$ cat src/hw/rtl/vfc_pkg.sv
// Shared types and constants for the six-plane frustum cull test.
`default_nettype none

package vfc_pkg;

	localparam int NUM_PLANES = 6;
	localparam int EXT_W      = 23;
	localparam int DIST_W     = 28;
	localparam int PLANE_W    = 64;

	localparam logic [DIST_W-1:0] DIST_MAX = '1;

	typedef enum logic [1:0] {
		MODE_POINT  = 2'd0,
		MODE_SPHERE = 2'd1,
		MODE_CUBE   = 2'd2,
		MODE_POLY   = 2'd3
	} vfc_mode_t;

	typedef enum logic [1:0] {
		VERDICT_OUT  = 2'd0,
		VERDICT_PART = 2'd1,
		VERDICT_IN   = 2'd2
	} vfc_verdict_t;

	// item control and the running per-plane tallies that ride with it
	typedef struct packed {
		vfc_mode_t        mode;
		logic             last;
		logic [EXT_W-1:0] ext;
		logic             pt_in;    // every plane so far has d > 0
		logic             outside;  // some plane so far rejects the volume
		logic             full;     // every plane so far fully contains it
		logic             poly_all; // every polygon flag so far is set
	} vfc_info_t;

endpackage

`default_nettype wire

$ cat src/hw/rtl/vfc_cell.sv
// One plane cell: distance to its plane, tally update, polygon flag for its plane.
`default_nettype none

module vfc_cell #(
	parameter int COORD_WIDTH = 24,
	parameter int DW          = 39
) (
	input  logic                       clk,
	input  logic                       arst_n,
	input  logic [63:0]                plane,
	input  logic                       up_valid,
	output logic                       up_ready,
	input  vfc_pkg::vfc_info_t         up_info,
	input  logic [COORD_WIDTH-1:0]     up_x,
	input  logic [COORD_WIDTH-1:0]     up_y,
	input  logic [COORD_WIDTH-1:0]     up_z,
	input  logic [DW-2:0]              up_dmax,
	output logic                       dn_valid,
	input  logic                       dn_ready,
	output vfc_pkg::vfc_info_t         dn_info,
	output logic [COORD_WIDTH-1:0]     dn_x,
	output logic [COORD_WIDTH-1:0]     dn_y,
	output logic [COORD_WIDTH-1:0]     dn_z,
	output logic [DW-2:0]              dn_dmax
);
	import vfc_pkg::*;

	localparam int PW = COORD_WIDTH + 12;
	localparam int TW = EXT_W + 13;

	// plane fields
	logic signed [11:0] na, nb, nc;
	logic signed [27:0] noff;
	logic [11:0]        a_abs, b_abs, c_abs;
	logic [12:0]        asum;

	assign na   = plane[11:0];
	assign nb   = plane[23:12];
	assign nc   = plane[35:24];
	assign noff = plane[63:36];

	assign a_abs = na[11] ? 12'(-na) : na;
	assign b_abs = nb[11] ? 12'(-nb) : nb;
	assign c_abs = nc[11] ? 12'(-nc) : nc;
	assign asum  = 13'(a_abs) + 13'(b_abs) + 13'(c_abs);

	logic signed [PW-1:0] a_w, b_w, c_w, x_w, y_w, z_w;
	assign a_w = {{(PW-12){na[11]}}, na};
	assign b_w = {{(PW-12){nb[11]}}, nb};
	assign c_w = {{(PW-12){nc[11]}}, nc};
	assign x_w = {{12{up_x[COORD_WIDTH-1]}}, up_x};
	assign y_w = {{12{up_y[COORD_WIDTH-1]}}, up_y};
	assign z_w = {{12{up_z[COORD_WIDTH-1]}}, up_z};

	logic [TW-1:0] thr;
	always_comb begin
		if (up_info.mode == MODE_SPHERE) begin
			thr = {3'b000, up_info.ext, 10'b0};
		end else begin
			thr = TW'(up_info.ext) * TW'(asum);
		end
	end

	// stage 1: products and threshold
	logic                     v_s1;
	vfc_info_t                info_s1;
	logic [COORD_WIDTH-1:0]   x_s1, y_s1, z_s1;
	logic [DW-2:0]            dmax_s1;
	logic signed [PW-1:0]     pa_s1, pb_s1, pc_s1;
	logic [TW-1:0]            thr_s1;

	// stage 2: tallies after this plane
	logic                     v_s2;
	vfc_info_t                info_s2;
	logic [COORD_WIDTH-1:0]   x_s2, y_s2, z_s2;
	logic [DW-2:0]            dmax_s2;
	logic                     flag_q;

	logic en1, en2;
	assign en2      = !v_s2 || dn_ready;
	assign en1      = !v_s1 || en2;
	assign up_ready = en1;

	always_ff @(posedge clk or negedge arst_n) begin
		if (!arst_n) begin
			v_s1 <= 1'b0;
		end else if (en1) begin
			v_s1 <= up_valid;
		end
	end

	always_ff @(posedge clk) begin
		if (en1 && up_valid) begin
			info_s1 <= up_info;
			x_s1    <= up_x;
			y_s1    <= up_y;
			z_s1    <= up_z;
			dmax_s1 <= up_dmax;
			pa_s1   <= a_w * x_w;
			pb_s1   <= b_w * y_w;
			pc_s1   <= c_w * z_w;
			thr_s1  <= thr;
		end
	end

	// distance and compares on stage 1 contents
	logic signed [DW-1:0] pdist, thr_p, thr_n;
	logic                 pos, flag_nxt;
	vfc_info_t            info_nxt;
	logic [DW-2:0]        dmax_nxt;

	always_comb begin
		pdist = {{(DW-PW){pa_s1[PW-1]}}, pa_s1}
		      + {{(DW-PW){pb_s1[PW-1]}}, pb_s1}
		      + {{(DW-PW){pc_s1[PW-1]}}, pc_s1}
		      + {{(DW-38){noff[27]}}, noff, 10'b0};
		thr_p = {{(DW-TW){1'b0}}, thr_s1};
		thr_n = -thr_p;
		pos   = pdist > 0;

		info_nxt          = info_s1;
		info_nxt.pt_in    = info_s1.pt_in && pos;
		info_nxt.outside  = info_s1.outside || (pdist <= thr_n);
		info_nxt.full     = info_s1.full && (pdist > thr_p);

		flag_nxt          = flag_q || pos;
		info_nxt.poly_all = info_s1.poly_all && flag_nxt;

		dmax_nxt = dmax_s1;
		if (pos && (pdist > $signed({1'b0, dmax_s1}))) begin
			dmax_nxt = pdist[DW-2:0];
		end
	end

	always_ff @(posedge clk or negedge arst_n) begin
		if (!arst_n) begin
			v_s2   <= 1'b0;
			flag_q <= 1'b0;
		end else if (en2) begin
			v_s2 <= v_s1;
			// clear the polygon flag once its last vertex has passed
			if (v_s1 && info_s1.mode == MODE_POLY) begin
				flag_q <= info_s1.last ? 1'b0 : flag_nxt;
			end
		end
	end

	always_ff @(posedge clk) begin
		if (en2 && v_s1) begin
			info_s2 <= info_nxt;
			x_s2    <= x_s1;
			y_s2    <= y_s1;
			z_s2    <= z_s1;
			dmax_s2 <= dmax_nxt;
		end
	end

	assign dn_valid = v_s2;
	assign dn_info  = info_s2;
	assign dn_x     = x_s2;
	assign dn_y     = y_s2;
	assign dn_z     = z_s2;
	assign dn_dmax  = dmax_s2;

endmodule

`default_nettype wire

$ cat config.mk
export PLATFORM = sky130hd
export DESIGN_NAME = vfc_cell
export DESIGN_NICKNAME = d
export VERILOG_FILES = /design/src/hw/rtl/vfc_pkg.sv /design/src/hw/rtl/vfc_cell.sv
export SDC_FILE = /design/constraint.sdc
export NUM_CORES = 2
export LEC_CHECK = 0
export BUFFER_PORTS_ARGS = -buffer_cell sky130_fd_sc_hd__buf_2
export CAP_MARGIN = 20
export CORE_MARGIN = 2
export CORE_UTILIZATION = 25
export DETAILED_ROUTE_END_ITERATION = 8
export REMOVE_ABC_BUFFERS = 1
export SLEW_MARGIN = 20
export SYNTH_ARGS = -nofsm -noshare
export SYNTH_HDL_FRONTEND = slang
export SYNTH_SLANG_ARGS = --single-unit
$ cat constraint.sdc
create_clock -name clk -period 10.57 [get_ports clk]
set_input_delay 0.5285 -clock clk [delete_from_list [all_inputs] [get_ports clk]]
set_output_delay 0.5285 -clock clk [all_outputs]
set_load 0.005 [all_outputs]
# Word level (Yosys, flattened, before mapping)
# Cells that the tools add are included.
# word_totals
reg_bits	427
output_inout_bits	142
in_bits	208
elab_cells	69
# classes
muxes	6
mul	4
n_eq_ne	2
magnitude_cmp	4
addsub	9
n_reduce_logical	14
# op_table
operator	count
$mul A12 B24 Y36	3
$add A38 B38 Y39	1
$gt A39 B1 Y1 const B	1
$gt A39 B37 Y1	1
$gt A39 B39 Y1	1
$le A39 B39 Y1	1
$neg A36 Y39	1
$add A37 B36 Y38	1
$mux W38	1
$add A36 B36 Y37	1
$mul A23 B13 Y36	1
$mux W12	3
$neg A12 Y12	3
$mux W33	1
$add A12 B12 Y13	1
$add A13 B12 Y13	1
$logic_and A1 B1 Y1	7
$logic_or A1 B1 Y1	4
$eq A2 B1 Y1 const B	1
$eq A2 B2 Y1 const B	1
$logic_not A1 Y1	2
$reduce_and A2 Y1	1
$mux W1	1

# Longest topological paths before layout
# depth
word_depth	6
mapped_depth	41
depth_no_buf	39

# Worst setup path before layout
# No wires, ideal clock.
# synth_timing
kind	input port to flip-flop
startpoint	in plane[25]
endpoint	reg thr_s1[30] (data pin)
setup_slack_ns	1.111
setup_time_ns	0.268
path_buffers	3
arrival_time_ns	9.191
required_time_ns	10.302
stages	41
path_cell_list	clkbuf_1 -> clkbuf_1 -> inv_1 -> ha_1 -> mux2i_1 -> fa_1 -> inv_1 -> ha_1 -> fa_1 -> a21o_1 -> a21oi_1 -> o21bai_1 -> a21oi_1 -> nor2b_1 -> o21a_1 -> o21ai_0 -> nand2b_1 -> a21oi_1 -> [... 5 more ...] -> inv_1 -> fa_1 -> fa_1 -> inv_1 -> fa_1 -> inv_1 -> ha_1 -> a21o_1 -> a21o_1 -> a21oi_1 -> o211ai_1 -> a311o_1 -> nand2b_1 -> a311oi_1 -> or3_1 -> a21oi_1 -> xor2_1 -> o21ai_0
# synth_via
elab_chain_len	5
# synth_lines
element	line_no	rtl
from (decl)	vfc_cell.sv:10	input logic [63:0] plane,
$neg A12 Y12	vfc_cell.sv:44	assign c_abs = nc[11] ? 12'(-nc) : nc;
$mux W12 (*)	vfc_cell.sv:44	
$add A13 B12 Y13 (*)	vfc_cell.sv:45	assign asum = 13'(a_abs) + 13'(b_abs) + 13'(c_abs);
$mul A23 B13 Y36 (*)	vfc_cell.sv:60	thr = TW'(up_info.ext) * TW'(asum);
$mux W33 (*)	vfc_cell.sv:57	if (up_info.mode == MODE_SPHERE) begin
named net thr[30]	vfc_cell.sv:55	logic [TW-1:0] thr;
to (signal assigned)	vfc_cell.sv:102	thr_s1 <= thr;
to (decl)	vfc_cell.sv:70	logic [TW-1:0] thr_s1;
# Mark *: on every way through the listed nets, which the timed path passes. The rest lies on a longest branch.
# A chain may end at the register's enable or synchronous reset.

# Final worst setup path
# layout_timing
startpoint	in plane[25]
endpoint	reg thr_s1[33] (data pin)
# layout_via
elab_chain_len	4
# layout_lines
element	line_no
$neg A12 Y12	vfc_cell.sv:44
$mux W12 (*)	vfc_cell.sv:44
$add A13 B12 Y13 (*)	vfc_cell.sv:45
$mul A23 B13 Y36 (*)	vfc_cell.sv:60
# Every way passes the cells marked *; elsewhere a longest branch is shown, timed or not.

==> out/qor.txt <==
Status: finished, final reports clean
Largest net degree at the start of global routing: 138
Final nets: 8,042
CP Launch Point: plane[25]
Total grt overflow: 0
Highest Clock Rate: 104 MHz
Starting density of the core: 25.1%
Post-Route Skew: 0.0369 ns
Syn. warnings: 0
GP Congestion: 0.901
Worst Tran Pin Value: 1.21 ns
Synth Register Bits: 427
PortBufs: 349
Worst-Skew Late Latency: 0.73 ns
WL met2: 84,000 um
Setup violators final: 0
H-tree depth: 2
WP data arrival: 10.02 ns
Netlist Area Pre-Place: 60,400 um2
# IOs: 350
Met1 wire length: 75,200 um
Vias per cell: 4.52
Setup TNS: 0 ns
Layout cells sized above 1: 9.04%
Via count: 43.0k
Max Used Layer: met5
Mapped Cells: 5,980
Met3 wire length: 11,100 um
Avg Inst Size Synth: 10.1 um2
RSZ-0062 raised after global routing: no
Row count: 180
Detailed placement HPWL: 147,000 um
CTS Buffer Depth: 3
Number of synthesized flops with an enable pin: 424
Crit Path Class: in -> reg
Drt total wl: 180,000 um
Remaining antenna violation count: 0
Relative slew slack: 19.1%
Slowest stage delay, CP: 0.50 ns
Clk root buf: clkbuf_16
Die X: 495 um
Initial antenna violation count: 32
Tightest Hold Check Type: in -> reg
Most common cell on crit path: fa_1
Fin crit share: 90.8%
CTS tree: done
Crit path max fanout: 26
Slew Limit Fails: 0
Ys flop type: edfxtp_1
Number of global-route vias before repair: 46.1k
CP max stage cell: fa_1
Worst R2R Start: pa_s1[2]
Total Routing Usage GR: 14.8%
Area growth, synth to finish: 13.4%
Hold path start: dn_ready
Final Hold Vio Count: 0
Global-route wire length before repair: 276,000 um
Worst-path clk slew: 0.07 ns
Num CTS Buffers: 55
CP Data Required Time: 11.00 ns
DRC viols: 0
Synth unique cells: 74
Chip Height: 495 um
Crit end category: flop
Die Area: 245,000 um2
Register area share after synthesis: 21.2%
# resized after CTS: 0
Drt first pass iters: 6
Core ar.: 240,000 um2
Min Tclk post-route: 9.60 ns
Buf+Inv Stages, Crit Path: 7
Post-DR wirelength/cell: 18.9 um
MaxCap Viol Count: 0
Delay-heaviest family, CP: compound AO/OA/AOI/OAI gates
Post-synth ARST share: 0.703%
Reg2reg setup slack: 2.13 ns
DR iter-0 viols: 2,857
Critical path startpoint category: primary input
Clk sink count: 427
-- synth_stat cells (13+ instances only) --
| library cell | instances | area share [%] |
|---|---|---|
| mux2_1 | 28 | 0.52 |
| nor2b_1 | 37 | 0.38 |
| o211ai_1 | 14 | 0.17 |
| or3_1 | 24 | 0.25 |
| a21oi_1 | 158 | 1.3 |
| or4_1 | 13 | 0.16 |
| nand4_1 | 38 | 0.39 |
| o21ai_0 | 97 | 0.80 |
| fa_1 | 1085 | 36 |
| a21o_1 | 102 | 1.3 |
| buf_1 | 14 | 0.087 |
| and2_1 | 379 | 3.9 |
| a211oi_1 | 20 | 0.25 |
| xor2_1 | 69 | 1.0 |
| o21bai_1 | 22 | 0.27 |
| edfxtp_1 | 424 | 21 |
| nor4_1 | 21 | 0.22 |
| inv_1 | 1182 | 7.3 |
| o31ai_1 | 16 | 0.20 |
| and3_1 | 18 | 0.19 |
| clkbuf_1 | 227 | 1.4 |
| nand3_1 | 47 | 0.39 |
| o21a_1 | 40 | 0.50 |
| nand2b_1 | 101 | 1.0 |
| xnor2_1 | 153 | 2.2 |
| nor3_1 | 47 | 0.39 |
| nand2_1 | 815 | 5.1 |
| ha_1 | 478 | 9.9 |
| nor2_1 | 156 | 0.97 |
-- stage by stage --
step | util, % | hold WS, ns | setup slack, ns | cells | instance area [um2]
after floorplan | - | 0.233 | 1.44 | 5733 | 59400
final | 28.5 | 0.106 | 0.973 | 9517 | 68400
after global placement | 27.4 | 0.357 | 0.402 | 9352 | 65900
after CTS | 28.5 | 0.0379 | 1.05 | 9501 | 68400
after detailed placement | 27.4 | 0.352 | 0.318 | 9352 | 65900
after global routing | 28.5 | 0.102 | 0.488 | 9505 | 68400
-- repair_timing --
action	in CTS	in global routing
hold buffers	47	0
hold endpoints to repair	49	0
setup buffers	0	0
-- state kept, by name (all words and copies together), names as in the netlist, 24 cells and up --
register	cells
pb_s1	36
dn_info	30
dn_x	24
dn_y	24
pc_s1	36
thr_s1	36
pa_s1	36
info_nxt	26
z_s1	24
dn_z	24
dn_dmax	38
x_s1	24
dmax_s1	38
y_s1	24
-- tightest hold or removal path, cell delays in order --
cell      delay [ns]
buf_2           0.08
nand2b_1        0.12
nand2b_1        0.06
-- final cells by class --
class                      count  area, um2
antenna                       16       40.0
fill                       25000     172000
inverter                    1182       4440
clock buffer                  60       1400
tap                         3185       3990
timing repair buffer         481       2870
clock inverter                42        626
sequential                   427      12800
multi-input combinational   4124      42300
-- logic make-up after synthesis --
logic type	count (synthesis)	share of synthesized area [%]
AND/OR/NAND/NOR	1733	13.9
adder cells (fa/ha/maj)	1563	45.9
buffers and inverters	1429	8.93
AO/OA/AOI/OAI	564	6.12
flip-flops	427	21.2
XOR/XNOR	222	3.22
multiplexers	42	0.769
-- path summary, 6_finish.rpt --
check	depth (start not counted)	endpoint
min in group asynchronous	2	v_s1
max in group asynchronous	2	flag_q
worst max-delay path	38	thr_s1[33]
worst max register to register	22	dn_dmax[16]
worst min-delay path	3	dn_valid
worst min register to register	0	dn_info[16]
-- cell usage in the layout, fill, tap and decap left out, drive strengths merged, types with 40 or more instances in the layout --
cell type	synthesis	layout
inv	1182	1193
fa	1085	1085
nand2	815	815
ha	478	478
buf	20	434
edfxtp	424	424
and2	379	379
a21oi	158	158
nor2	156	156
xnor2	153	153
a21o	102	102
nand2b	101	101
o21ai	100	100
xor2	69	69
clkbuf	227	60
nand3	47	47
nor3	47	47
dlygate4sd3	0	47
o21a	40	40
-- layer usage --
layer | GRT usage (%) | vias to the layer above
li1 | - | 19300
met1 | 19.0 | 22100
met2 | 24.3 | 1353
met3 | 2.27 | 281
met4 | 6.96 | 20
met5 | 0 | -
Power is left out: the tool's default activity adds up to more than one toggle a clock period on the data nets, which glitch-free logic cannot reach.
